[config.mk]
export PLATFORM = sky130hd
export DESIGN_NAME = bit_window_run_length_decoder_core
export DESIGN_NICKNAME = d
export VERILOG_FILES = /design/src/rtl/bwrld_pkg.sv /design/src/rtl/bwrld_front.sv /design/src/rtl/bwrld_back.sv /design/src/rtl/bit_window_run_length_decoder_core.sv
export SDC_FILE = /design/constraint.sdc
export NUM_CORES = 1
export LEC_CHECK = 0
export ABC_CLOCK_PERIOD_IN_PS = 5100
export BUFFER_PORTS_ARGS = -buffer_cell sky130_fd_sc_hd__clkbuf_2
export CAP_MARGIN = 20
export CELL_PAD_IN_SITES_DETAIL_PLACEMENT = 0
export CELL_PAD_IN_SITES_GLOBAL_PLACEMENT = 1
export CORE_AREA = 2 2 157 120
export DETAILED_ROUTE_END_ITERATION = 16
export DIE_AREA = 0 0 159 122
export GPL_TIMING_DRIVEN = 1
export HOLD_SLACK_MARGIN = 0.12
export PLACE_DENSITY = 0.91
export SETUP_SLACK_MARGIN = 0.5
export SYNTH_ARGS = -nofsm -noshare
export SYNTH_HDL_FRONTEND = slang
export SYNTH_HIERARCHICAL = 1
export SYNTH_SLANG_ARGS = --single-unit
export TNS_END_PERCENT = 5
[constraint.sdc]
create_clock -name clk -period 5.1 [get_ports clk]
set_input_delay 0 -clock clk [delete_from_list [all_inputs] [get_ports clk]]
set_output_delay 0 -clock clk [all_outputs]
set_load 0.02 [all_outputs]
[src/rtl/bwrld_pkg.sv]
`default_nettype none
// ----------------------------------------------------------------------------
// bwrld_pkg
// shared types and constants of the bit window run length decoder
// ----------------------------------------------------------------------------
package bwrld_pkg;

	localparam int unsigned SYM_MAX    = 8;
	localparam int unsigned CNT_MAX    = 5;
	localparam int unsigned RESULT_CAP = 64;

	localparam logic [3:0]  SYM_BITS_RST  = 4'd5;
	localparam logic [2:0]  CNT_BITS_RST  = 3'd5;
	localparam logic [12:0] SYM_LIMIT_RST = 13'd256;

	typedef enum logic [1:0] {
		REG_SYMBOL_BITS  = 2'd0,
		REG_COUNT_BITS   = 2'd1,
		REG_SYMBOL_LIMIT = 2'd2
	} reg_idx_t;

	typedef struct packed {
		logic [7:0] data_byte;
		logic       stream_end;
	} item_t;

	typedef struct packed {
		logic [3:0]  symbol_bits;
		logic [2:0]  count_bits;
		logic [12:0] symbol_limit;
	} cfg_t;

	typedef struct packed {
		logic [7:0] symbol;
		logic       has_symbol;
		logic       item_last;
		logic       stream_done;
	} res_t;

endpackage
`default_nettype wire

[src/rtl/bwrld_front.sv]
`default_nettype none
// ----------------------------------------------------------------------------
// bwrld_front
// input side: two entry item queue in front of the decode sequencer
// ----------------------------------------------------------------------------
module bwrld_front import bwrld_pkg::*; (
	input  wire logic       clk,
	input  wire logic       arst_n,
	input  wire logic       push,
	input  wire logic [7:0] data_byte,
	input  wire logic       stream_end,
	output logic            full,
	output item_t           item,
	output logic            item_valid,
	input  wire logic       item_take
);

	item_t      slot_q [2];
	logic       wr_ptr_q;
	logic       rd_ptr_q;
	logic [1:0] cnt_q;
	logic       do_push;
	logic       do_pop;

	assign full       = (cnt_q == 2'd2);
	assign item_valid = (cnt_q != 2'd0);
	assign item       = slot_q[rd_ptr_q];
	assign do_push    = push && !full;
	assign do_pop     = item_take && item_valid;

	always_ff @(posedge clk or negedge arst_n) begin
		if (!arst_n) begin
			wr_ptr_q <= 1'b0;
			rd_ptr_q <= 1'b0;
			cnt_q    <= 2'd0;
		end else begin
			if (do_push) begin
				wr_ptr_q <= !wr_ptr_q;
			end
			if (do_pop) begin
				rd_ptr_q <= !rd_ptr_q;
			end
			if (do_push && !do_pop) begin
				cnt_q <= cnt_q + 2'd1;
			end else if (do_pop && !do_push) begin
				cnt_q <= cnt_q - 2'd1;
			end
		end
	end

	// payload store
	always_ff @(posedge clk) begin
		if (do_push) begin
			slot_q[wr_ptr_q] <= '{data_byte: data_byte, stream_end: stream_end};
		end
	end

	a_full_no_valid_loss : assert property (@(posedge clk) disable iff (!arst_n)
		full |-> item_valid)
		else $error("queue full without a waiting item");

	a_count_step : assert property (@(posedge clk) disable iff (!arst_n)
		(do_push && !do_pop) |=> (cnt_q == $past(cnt_q) + 2'd1))
		else $error("queue count did not advance on push");

	a_ptr_gap : assert property (@(posedge clk) disable iff (!arst_n)
		(cnt_q == 2'd1) |-> (wr_ptr_q != rd_ptr_q))
		else $error("queue pointers out of step");

endmodule
`default_nettype wire

[src/rtl/bwrld_back.sv]
`default_nettype none
// ----------------------------------------------------------------------------
// bwrld_back
// decode sequencer: one field read or one repeated symbol per cycle when not stalled by a full
// output side, with a held result and an output register toward the result side
// ----------------------------------------------------------------------------
module bwrld_back import bwrld_pkg::*; (
	input  wire logic  clk,
	input  wire logic  arst_n,
	input  wire cfg_t  cfg,
	input  wire item_t item,
	input  wire logic  item_valid,
	output logic       item_take,
	output res_t       res,
	output logic       empty,
	input  wire logic  pop
);

	typedef enum logic [1:0] {
		S_LOAD,
		S_RUN,
		S_MARK,
		S_FLUSH
	} state_t;

	state_t      state_q;
	logic [15:0] buf_q;
	logic [4:0]  held_q;
	logic        expect_q;
	logic [7:0]  prior_q;
	logic        prior_v_q;
	logic [12:0] emitted_q;
	logic [4:0]  rep_q;
	logic [6:0]  k_q;
	logic        last_q;
	logic        pend_v_q;
	res_t        pend_q;
	logic        out_v_q;
	res_t        out_q;

	logic [3:0]  sb;
	logic [3:0]  cb;
	logic [3:0]  fld_n;
	logic [4:0]  held_after;
	logic [15:0] fld_raw;
	logic [7:0]  fld_v;
	logic [15:0] buf_keep;
	logic        can_take;
	logic        below_lim;
	logic [6:0]  cap;
	logic        room_k;
	logic        out_room;
	logic        ok_adv;

	always_comb begin
		priority if (cfg.symbol_bits == 4'd0) begin
			sb = 4'd1;
		end else if (cfg.symbol_bits > 4'(SYM_MAX)) begin
			sb = 4'(SYM_MAX);
		end else begin
			sb = cfg.symbol_bits;
		end
		priority if (cfg.count_bits == 3'd0) begin
			cb = 4'd1;
		end else if ({1'b0, cfg.count_bits} > 4'(CNT_MAX)) begin
			cb = 4'(CNT_MAX);
		end else begin
			cb = {1'b0, cfg.count_bits};
		end
	end

	assign fld_n      = expect_q ? cb : sb;
	assign can_take   = (held_q >= {1'b0, fld_n});
	assign held_after = held_q - {1'b0, fld_n};
	assign fld_raw    = buf_q >> held_after;
	assign fld_v      = fld_raw[7:0] & (8'hFF >> (4'd8 - fld_n));
	assign buf_keep   = buf_q & ~(16'hFFFF << held_after);
	assign below_lim  = (emitted_q < cfg.symbol_limit);
	assign cap        = last_q ? 7'(RESULT_CAP - 1) : 7'(RESULT_CAP);
	assign room_k     = (k_q < cap);
	assign out_room   = !out_v_q || pop;
	assign ok_adv     = !pend_v_q || out_room;

	assign item_take  = (state_q == S_LOAD) && item_valid;
	assign empty      = !out_v_q;
	assign res        = out_q;

	always_ff @(posedge clk or negedge arst_n) begin
		if (!arst_n) begin
			state_q   <= S_LOAD;
			buf_q     <= '0;
			held_q    <= '0;
			expect_q  <= 1'b0;
			prior_q   <= '0;
			prior_v_q <= 1'b0;
			emitted_q <= '0;
			rep_q     <= '0;
			k_q       <= '0;
			last_q    <= 1'b0;
			pend_v_q  <= 1'b0;
			pend_q    <= '0;
			out_v_q   <= 1'b0;
			out_q     <= '0;
		end else begin
			if (pop && out_v_q) begin
				out_v_q <= 1'b0;
			end
			unique case (state_q)
				S_LOAD: begin
					if (item_valid) begin
						last_q <= item.stream_end;
						k_q    <= '0;
						if (below_lim) begin
							buf_q  <= {buf_q[7:0], item.data_byte};
							held_q <= held_q + 5'd8;
						end
						state_q <= S_RUN;
					end
				end
				S_RUN: begin
					if (ok_adv) begin
						priority if (rep_q != 5'd0) begin
							if (below_lim) begin
								rep_q <= rep_q - 5'd1;
								if (room_k) begin
									if (pend_v_q) begin
										out_v_q <= 1'b1;
										out_q   <= '{pend_q.symbol, pend_q.has_symbol, 1'b0,
										             pend_q.stream_done};
									end
									pend_v_q  <= 1'b1;
									pend_q    <= '{prior_q, 1'b1, 1'b0, 1'b0};
									k_q       <= k_q + 7'd1;
									emitted_q <= emitted_q + 13'd1;
								end
							end else begin
								rep_q <= '0;
							end
						end else if (!below_lim) begin
							state_q <= last_q ? S_MARK : S_FLUSH;
						end else if (!expect_q) begin
							if (!can_take) begin
								state_q <= last_q ? S_MARK : S_FLUSH;
							end else begin
								held_q <= held_after;
								buf_q  <= buf_keep;
								if (room_k) begin
									if (pend_v_q) begin
										out_v_q <= 1'b1;
										out_q   <= '{pend_q.symbol, pend_q.has_symbol, 1'b0,
										             pend_q.stream_done};
									end
									pend_v_q  <= 1'b1;
									pend_q    <= '{fld_v, 1'b1, 1'b0, 1'b0};
									k_q       <= k_q + 7'd1;
									emitted_q <= emitted_q + 13'd1;
								end
								if (prior_v_q && (fld_v == prior_q)) begin
									expect_q <= 1'b1;
								end else begin
									prior_q   <= fld_v;
									prior_v_q <= 1'b1;
								end
							end
						end else begin
							if (!can_take) begin
								if (last_q) begin
									expect_q  <= 1'b0;
									prior_v_q <= 1'b0;
								end
								state_q <= last_q ? S_MARK : S_FLUSH;
							end else begin
								held_q    <= held_after;
								buf_q     <= buf_keep;
								rep_q     <= fld_v[4:0];
								expect_q  <= 1'b0;
								prior_v_q <= 1'b0;
							end
						end
					end
				end
				S_MARK: begin
					if (ok_adv) begin
						if (pend_v_q) begin
							out_v_q <= 1'b1;
							out_q   <= '{pend_q.symbol, pend_q.has_symbol, 1'b0,
							             pend_q.stream_done};
						end
						pend_v_q  <= 1'b1;
						pend_q    <= '{8'd0, 1'b0, 1'b0, 1'b1};
						buf_q     <= '0;
						held_q    <= '0;
						expect_q  <= 1'b0;
						prior_q   <= '0;
						prior_v_q <= 1'b0;
						emitted_q <= '0;
						rep_q     <= '0;
						state_q   <= S_FLUSH;
					end
				end
				S_FLUSH: begin
					if (!pend_v_q) begin
						state_q <= S_LOAD;
					end else if (out_room) begin
						out_v_q  <= 1'b1;
						out_q    <= '{pend_q.symbol, pend_q.has_symbol, 1'b1,
						              pend_q.stream_done};
						pend_v_q <= 1'b0;
						state_q  <= S_LOAD;
					end
				end
				default: begin
					state_q <= S_LOAD;
				end
			endcase
		end
	end

	a_marker_closes : assert property (@(posedge clk) disable iff (!arst_n)
		(out_v_q && out_q.stream_done) |-> (out_q.item_last && !out_q.has_symbol))
		else $error("end marker not shaped as last result");

	a_load_no_pend : assert property (@(posedge clk) disable iff (!arst_n)
		(state_q == S_LOAD) |-> !pend_v_q)
		else $error("held result left behind between items");

	a_rep_not_expect : assert property (@(posedge clk) disable iff (!arst_n)
		(rep_q != 5'd0) |-> !expect_q)
		else $error("repeat running while count expected");

	a_mark_clears : assert property (@(posedge clk) disable iff (!arst_n)
		(state_q == S_MARK && ok_adv) |=> (emitted_q == 13'd0 && held_q == 5'd0))
		else $error("stream state not cleared after end marker");

	a_k_bound : assert property (@(posedge clk) disable iff (!arst_n)
		k_q <= 7'(RESULT_CAP))
		else $error("result count per item overran");

endmodule
`default_nettype wire

[src/rtl/bit_window_run_length_decoder_core.sv]
`default_nettype none
// a byte's first result goes from the shift buffer to the held result, then to the output register
// when another result follows, else when the item is flushed
// an item passes load, then run with one step per field read and one per repeated symbol,
// plus one to close the read loop, then the end marker on the final byte, then flush
// the decode sequencer (one field or one repeat a cycle while the output side has room) sets the rate
// reset (arst_n low) clears both queues and the stream state, registers take defaults
// ----------------------------------------------------------------------------
// bit_window_run_length_decoder_core
// run length decoder over a packed msb-first symbol stream, with apb registers
// ----------------------------------------------------------------------------
module bit_window_run_length_decoder_core import bwrld_pkg::*; (
	input  wire logic        clk,
	input  wire logic        arst_n,
	input  wire logic        psel,
	input  wire logic        penable,
	input  wire logic        pwrite,
	input  wire logic [3:0]  paddr,
	input  wire logic [31:0] pwdata,
	output logic      [31:0] prdata,
	output logic             pready,
	input  wire logic        push,
	output logic             full,
	input  wire logic [7:0]  data_byte,
	input  wire logic        stream_end,
	output logic             empty,
	input  wire logic        pop,
	output logic      [7:0]  symbol,
	output logic             has_symbol,
	output logic             item_last,
	output logic             stream_done
);

	cfg_t     cfg_q;
	item_t    item;
	logic     item_valid;
	logic     item_take;
	res_t     res;
	reg_idx_t reg_idx;
	logic     wr_en;

	assign pready  = 1'b1;
	assign reg_idx = reg_idx_t'(paddr[3:2]);
	assign wr_en   = psel && penable && pwrite && pready;

	always_ff @(posedge clk or negedge arst_n) begin
		if (!arst_n) begin
			cfg_q.symbol_bits  <= SYM_BITS_RST;
			cfg_q.count_bits   <= CNT_BITS_RST;
			cfg_q.symbol_limit <= SYM_LIMIT_RST;
		end else if (wr_en) begin
			unique case (reg_idx)
				REG_SYMBOL_BITS:  cfg_q.symbol_bits  <= pwdata[3:0];
				REG_COUNT_BITS:   cfg_q.count_bits   <= pwdata[2:0];
				REG_SYMBOL_LIMIT: cfg_q.symbol_limit <= pwdata[12:0];
				default: begin
				end
			endcase
		end
	end

	always_comb begin
		unique case (reg_idx)
			REG_SYMBOL_BITS:  prdata = {28'd0, cfg_q.symbol_bits};
			REG_COUNT_BITS:   prdata = {29'd0, cfg_q.count_bits};
			REG_SYMBOL_LIMIT: prdata = {19'd0, cfg_q.symbol_limit};
			default:          prdata = 32'd0;
		endcase
	end

	bwrld_front u_front (
		.clk        (clk),
		.arst_n     (arst_n),
		.push       (push),
		.data_byte  (data_byte),
		.stream_end (stream_end),
		.full       (full),
		.item       (item),
		.item_valid (item_valid),
		.item_take  (item_take)
	);

	bwrld_back u_back (
		.clk        (clk),
		.arst_n     (arst_n),
		.cfg        (cfg_q),
		.item       (item),
		.item_valid (item_valid),
		.item_take  (item_take),
		.res        (res),
		.empty      (empty),
		.pop        (pop)
	);

	assign symbol      = res.symbol;
	assign has_symbol  = res.has_symbol;
	assign item_last   = res.item_last;
	assign stream_done = res.stream_done;

endmodule
`default_nettype wire
==> Word level (Yosys, flattened, before mapping) <==
Memory sizes are Yosys's and may differ from the RTL's.
Index checks and enable logic that the tools add are counted.
{ "word_totals": {"ff_bits": 106, "latchBits": 0, "ram_bits": 18, "mem_bits_ro": 0, "inputBits": 52, "output_inout_bits": 46, "wordCells": 252, "mem_count": 1} }
{ "mem_list": {"columns": ["memory", "words", "width", "rd", "rd_clocked_by_memory_dff", "wr", "line_no", "rtl"], "rows": [
  ["u_front.slot_q", 2, 9, 1, 0, 1, "bwrld_front.sv:18", "item_t slot_q [2];"]
]} }
{ "classes": {"add_sub_neg": 8, "mul": 0, "div_mod_pow": 0, "n_lt_le_gt_ge": 5, "n_eq_ne": 28, "n_shift": 3, "muxes": 135, "bitwise_logic": 3, "reduce_logical": 44} }
{ "op_table": {"columns": ["op", "n"], "rows": [
  ["11-bit two-way mux", 20],
  ["16-bit two-way mux", 7],
  ["13-bit two-way mux", 8],
  ["5-bit two-way mux", 13],
  ["7-bit two-way mux", 9],
  ["8-bit two-way mux", 7],
  ["16-bit case mux with 3 select lines", 1],
  ["1-bit two-way mux", 42],
  ["13-bit case mux with 3 select lines", 1],
  ["11-bit case mux with 3 select lines", 1],
  ["8-bit AND reduction", 4],
  ["6-bit AND reduction", 5],
  ["13-bit case mux with 2 select lines", 1],
  ["11-bit case mux with 2 select lines", 1],
  ["2-bit two-way mux", 10],
  ["2-bit by 1-bit != test with 1-bit output (second input constant)", 9],
  ["16-bit bitwise AND", 1],
  ["4-bit two-way mux", 4],
  ["16-bit NOT", 1],
  ["8-bit case mux with 2 select lines", 1],
  ["16-bit by 5-bit left shift with 16-bit output (first input constant)", 1],
  ["16-bit by 5-bit >> shifter with 8-bit output", 1],
  ["3-bit by 1-bit != test with 1-bit output (second input constant)", 5],
  ["5-bit case mux with 3 select lines", 1],
  ["other kinds (39)", 72]
]} }

==> Depth between registers and ports, before layout <==
{ "logic_depth": {"word_depth": 16, "ltp_mapped": 19, "ltp_nobuf": 14} }

==> Cells and area by module <==
Netlist, hierarchy kept.
{ "by_module_without_submodules": {"columns": ["module", "instances", "cells_each", "area_per_inst_um2", "seq_area_each_um2"], "rows": [
  ["bwrld_back", 1, 659, 6133.4, 2052.0],
  ["bit_window_run_length_decoder_core", 1, 91, 1119.8, 506.7],
  ["bwrld_front", 1, 47, 852.1, 640.6]
]} }

==> Worst setup path after synthesis <==
OpenSTA, ideal clock, no wires.
{ "synth_path": {"kind": "reg2reg", "from": "reg u_back.expect_q", "to": "reg u_back.prior_q[0]", "setup_ns": 0.121, "arrival_ns": 3.987, "required_time_ns": 4.979, "slack_ns": 0.992, "path_stages_with_launch": 17, "synth_period_minus_slack_ns": 4.108, "cell_sequence": "dfrtp_1 > clkbuf_1 > clkbuf_1 > o31ai_1 > ha_1 > fa_1 > buf_6 > mux2i_1 > mux4_2 > a21boi_1 > o31a_1 > nor4_1 > and4_1 > a31oi_1 > and3b_1 > buf_6 > a22o_1"} }
{ "synth_via": {"elab_chain_cells": 11} }
{ "synth_rtl": {"columns": ["item", "line_no", "rtl"], "rows": [
  ["from (decl)", "bwrld_back.sv:29", "logic expect_q;"],
  ["from (signal assigned)", "bwrld_back.sv:93", "expect_q <= 1'b0;"],
  ["from (signal assigned)", "bwrld_back.sv:159", "expect_q <= 1'b1;"],
  ["from (signal assigned)", "bwrld_back.sv:168", "expect_q <= 1'b0;"],
  ["4-bit two-way mux", "bwrld_back.sv:72", "assign fld_n = expect_q ? cb : sb;"],
  ["5-bit by 4-bit subtractor with 5-bit output / 4-bit subtractor (equally long branches)", "bwrld_back.sv:74, bwrld_back.sv:76", null],
  ["16-bit by 5-bit >> shifter with 8-bit output / 8-bit by 4-bit >> shifter with 8-bit output (equally long branches)", "bwrld_back.sv:75, bwrld_back.sv:76", null],
  ["8-bit bitwise AND", "bwrld_back.sv:76", "assign fld_v = fld_raw[7:0] & (8'hFF >> (4'd8 - fld_n));"],
  ["8-bit two-way mux", "bwrld_back.sv:158", "if (prior_v_q && (fld_v == prior_q)) begin"],
  ["8-bit two-way mux", "bwrld_back.sv:142", "if (!can_take) begin"],
  ["8-bit two-way mux", "bwrld_back.sv:141", "end else if (!expect_q) begin"],
  ["8-bit two-way mux", "bwrld_back.sv:139", "end else if (!below_lim) begin"],
  ["8-bit two-way mux", "bwrld_back.sv:122", "priority if (rep_q != 5'd0) begin"],
  ["8-bit two-way mux", "bwrld_back.sv:121", "if (ok_adv) begin"],
  ["8-bit case mux with 2 select lines", "bwrld_back.sv:108", "unique case (state_q)"],
  ["to (signal assigned)", "bwrld_back.sv:161", "prior_q <= fld_v;"],
  ["to (decl)", "bwrld_back.sv:30", "logic [7:0] prior_q;"]
]} }
Several ways; a longest one is shown, not always the timed one. The select of a mux whose other input is x is not followed.
A chain may end at the register's enable or synchronous reset.

==> Final worst setup path <==
{ "layout_path": {"from": "reg cfg_q[15] (netlist bit)", "to": "reg u_back.prior_q[6]"} }
{ "layout_via": {"elab_chain_cells": 14} }
{ "layout_rtl": {"columns": ["item", "line_no", "rtl"], "rows": [
  ["from (decl)", "bit_window_run_length_decoder_core.sv:34", "cfg_t cfg_q;"],
  ["3-bit greater-than comparator", "bwrld_back.sv:65", "end else if ({1'b0, cfg.count_bits} > 4'(CNT_MAX)) begin"],
  ["3-bit two-way mux", "bwrld_back.sv:65", null],
  ["4-bit two-way mux (*)", "bwrld_back.sv:63", "priority if (cfg.count_bits == 3'd0) begin"],
  ["4-bit two-way mux (*)", "bwrld_back.sv:72", null],
  ["5-bit by 4-bit subtractor with 5-bit output / 4-bit subtractor (equally long branches)", "bwrld_back.sv:74, bwrld_back.sv:76", null],
  ["16-bit by 5-bit >> shifter with 8-bit output / 8-bit by 4-bit >> shifter with 8-bit output (equally long branches)", "bwrld_back.sv:75, bwrld_back.sv:76", null],
  ["8-bit bitwise AND", "bwrld_back.sv:76", null],
  ["8-bit two-way mux", "bwrld_back.sv:158", null],
  ["8-bit two-way mux", "bwrld_back.sv:142", null],
  ["8-bit two-way mux", "bwrld_back.sv:141", null],
  ["8-bit two-way mux", "bwrld_back.sv:139", null],
  ["8-bit two-way mux", "bwrld_back.sv:122", null],
  ["8-bit two-way mux", "bwrld_back.sv:121", null],
  ["8-bit case mux with 2 select lines", "bwrld_back.sv:108", null]
]} }
Every way passes the cells marked *; elsewhere a longest branch is shown, timed or not. The select of a mux whose other input is x is not followed.

==> results.cfg <==
[detailed_routing]
drc = 0
drt-total-wl_um = 19000
wl_met1_um = 9220
wl_per_cell_um = 16.7
via_per_inst = 5.73
ant_nets = 0
drt_first_pass_iters = 6
vias = 6538
drt-initial-drc-count = 591
top_layer_used = met4
wl_met2_um = 8620
wl_met3_um = 1010

[place]
dpl_cell_area_um2 = 8510
port-buffer-count = 56
gp_congestion = 0.880
place_ws_ps = 408
dp.cells = 1074
dp_hpwl_um = 13100

[timing]
rsz0062_at_grt = false
fin_crit_sh_pct = 86.7
hold_viol_final = 0
drv_slew = 0
setup_viol_count_final = 0
fmax_ghz = 0.226
slew_headroom_pct = 34.8
holdWs_ps = 139
fin_setup_tns_ps = 0
fin_crit_ps = 4420
final.setup.worst_slack_ps = 678
tightest_slew_ps = 978
clock_skew_ps = 7.74

[worst_setup_path]
start_kind = flop
path_cells = xnor2_1, o21ai_0, o31ai_2, ha_1, fa_2, buf_4, mux4_2, mux2_2, a311oi_1, nor4_1, and4_1, a31oi_2, o21ai_2, buf_4, a22o_1
critPathArrivalTime_ps = 4730
setup.worst_path.end = u_back/prior_q[6]
max_stage_delay_ps = 680
end_kind = flop
timing.rr.start = cfg_q[15]
reg2reg_depth = 15
reg2reg_setup_slack_ps = 680
r2r_end = u_back/prior_q[6]
crit_type = reg -> reg
crit_path_top_delay_cell = fa_2
cp.required_ps = 5400
crit_top_cell = buf_4
worstPathMaxFanout = 8
critPathLaunch = cfg_q[15]

[grt]
grt_max_degree = 77
gr-total-overflow = 0
grt_pass1_vias = 6165
grt_pass1_wl_um = 31600
grt_antenna_before_repair = 0
track_usage_pct = 20.2

[layout]
antenna_cells = 0
syn_to_final_growth_pct = 17.5
final_cell_area_um2 = 9520
layoutNonFillerInstCount = 1141
utilization_pct = 52.7
layout-drive-gt1-share_pct = 21.9
nets = 970

[logic_synthesis]
syn_area_per_cell_um2 = 10.2
synthArstFlopShare_pct = 85.5
synth_edf_count = 18
synth-seq-area-share_pct = 39.5
netlist_area_um2 = 8110
synth.distinct_cells = 82
synth_seq_cells = 124
ys.flop_type = dfrtp_1
postSynthCellCount = 797
yosysWarnings = 6

[hold_path]
hold_path_depth = 3
worstHoldStart = paddr[2]
hold_class = in -> reg

[floorplan]
io_pins = 98
die_w_um = 159
dieHeight_um = 122
coreArea_um2 = 18100
fp-row-count = 43
dieArea_um2 = 19400
initial_core_util_pct = 44.8

[cts]
root_buffer = clkbuf_16
clk_pin_slew_ps = 60
clk-insertion-delay-late_ps = 420
clockBufferDepth = 2
clock-sinks = 124
h-tree-depth = 4
numCtsBuffers = 17
cts_tree = yes

[run_status]
status = finished, final reports clean

[run]
drv_cap = 0

[power]
powerDensity_nw_per_um2 = 742
ir_drop_uv = 348
p_leak_nw = 4.27
total_power_mw = 7.06
-- layer usage --
| metal | GRT usage, % | vias up |
|---|---|---|
| li1 | - | 3110 |
| met1 | 29.3 | 3218 |
| met2 | 30.3 | 194 |
| met3 | 4.39 | 16 |
| met4 | 6.31 | 0 |
| met5 | 0 | - |
-- layout by cell type, fill, tap and decap left out, types with 5 or more instances in the layout --
cell,Yosys,routed
mux2i_1,26,26
conb_1,2,20
nor3_1,16,16
and2_1,11,11
ha_1,36,36
mux2_2,42,42
dfstp_2,5,5
nand3_1,19,19
buf_4,25,18
o21ai_0,39,39
mux4_2,12,12
o31ai_1,13,12
nand4_1,5,5
a22o_1,24,24
or3_1,5,5
a211oi_1,7,7
nor4b_1,10,10
nor2_1,44,44
dfrtp_1,101,101
clkbuf_16,0,19
o21a_1,6,6
nor2b_1,5,5
nor4_1,6,6
nor3b_1,12,12
edfxtp_1,18,18
a31oi_1,7,6
a21o_1,18,18
nand2b_1,10,10
clkbuf_2,0,55
a221o_1,11,11
dlygate4sd3_1,0,31
and3_1,12,12
a21oi_1,27,27
nand2_1,64,64
inv_1,38,38
-- area by class of cell --
class	count	area, um^2
tap	247	309
inverter	38	143
clock buffer	23	510
multi-input combinational	594	4500
sequential	124	3200
fill	1660	8560
timing repair buffer	106	752
clock inverter	9	106
-- synth_stat cells, drive strengths merged, types with 4 or more instances --
cell type	n	area (um^2)
a211oi	8	65.1
a21o	19	144
a21oi	27	135
a221o	11	110
a22o	24	210
a31oi	7	43.8
and2	11	68.8
and3	12	75.1
and3b	5	47.5
buf	35	274
clkbuf	24	90.1
dfrtp	101	2530
dfstp	5	131
edfxtp	18	541
ha	36	450
inv	38	143
mux2	45	518
mux2i	26	260
mux4	12	270
nand2	65	246
nand2b	10	62.6
nand3	20	105
nand4	5	31.3
nor2	44	165
nor2b	5	31.3
nor3	18	100
nor3b	13	109
nor4	7	50.1
nor4b	10	87.6
o211ai	4	30.0
o21a	6	45.0
o21ai	43	226
o22ai	4	25.0
o31ai	13	97.6
or2	4	27.5
or3	5	31.3
xnor2	5	43.8
xor2	5	62.6
-- worst max-delay path: cells and delay by family (launching register included) --
family / cells / cell delay, ps
adders and majority gates: 2 / 940
muxes: 2 / 830
AOI/OAI and AO/OA: 6 / 1160
buffers and inverters: 2 / 400
xor gates and xnor gates: 1 / 70
and+or+nand+nor: 2 / 310
DFF: 1 / 590
-- what timing repair did --
| action | in CTS | in global routing |
|---|---|---|
| gates resized for setup | 1 | 6 |
| setup buffers | 0 | 3 |
| pin swaps | 0 | 2 |
| hold buffers | 32 | 0 |
| hold endpoints to repair | 73 | 0 |
| endpoints found under the setup margin | 8 | 11 |
-- cell families (layout without fill, tap and decap cells) --
group | after synthesis | in the layout | share of synthesized area (%)
and+or+nand+nor | 243 | 243 | 16.2
AOI/OAI and AO/OA | 201 | 201 | 17.9
DFF | 124 | 124 | 39.5
buffers and inverters | 97 | 176 | 6.25
muxes | 83 | 83 | 12.9
adders and majority gates | 37 | 37 | 5.80
xor gates and xnor gates | 10 | 10 | 1.31
other | 2 | 20 | 0.0927
-- how the worst min path moves through the flow --
stage                    end  slack, ps
4_1_cts            cfg_q[16]        120
5_1_grt            cfg_q[17]        170
6_report           cfg_q[16]        140
3_3_place_gp   u_back/k_q[2]        -40
2_1_floorplan       cfg_q[0]       -300
3_5_place_dp   u_back/k_q[2]        -40
-- registers in the layout, summed over array words and instances (netlist names) --
| signal | cells |
|---|---|
| u_back/expect_q | 1 |
| u_back/held_q | 5 |
| u_back/buf_q | 16 |
| u_front/slot_q | 18 |
| u_back/pend_v_q | 1 |
| u_back/pend_q | 10 |
| u_back/rep_q | 5 |
| u_front/rd_ptr_q | 1 |
| u_back/res | 11 |
| u_front/cnt_q | 2 |
| u_back/out_v_q | 1 |
| u_back/prior_q | 8 |
| u_back/last_q | 1 |
| u_back/emitted_q | 13 |
| u_front/wr_ptr_q | 1 |
| u_back/prior_v_q | 1 |
| cfg_q | 20 |
| u_back/k_q | 7 |
| u_back/state_q | 2 |
-- power breakdown --
group          total [mW]  switching, mW  internal (mW)
registers            1.67          0.329           1.35
clock network        1.25          0.446          0.802
logic                4.14           2.44           1.69
Power figures use the tool's default switching activity.
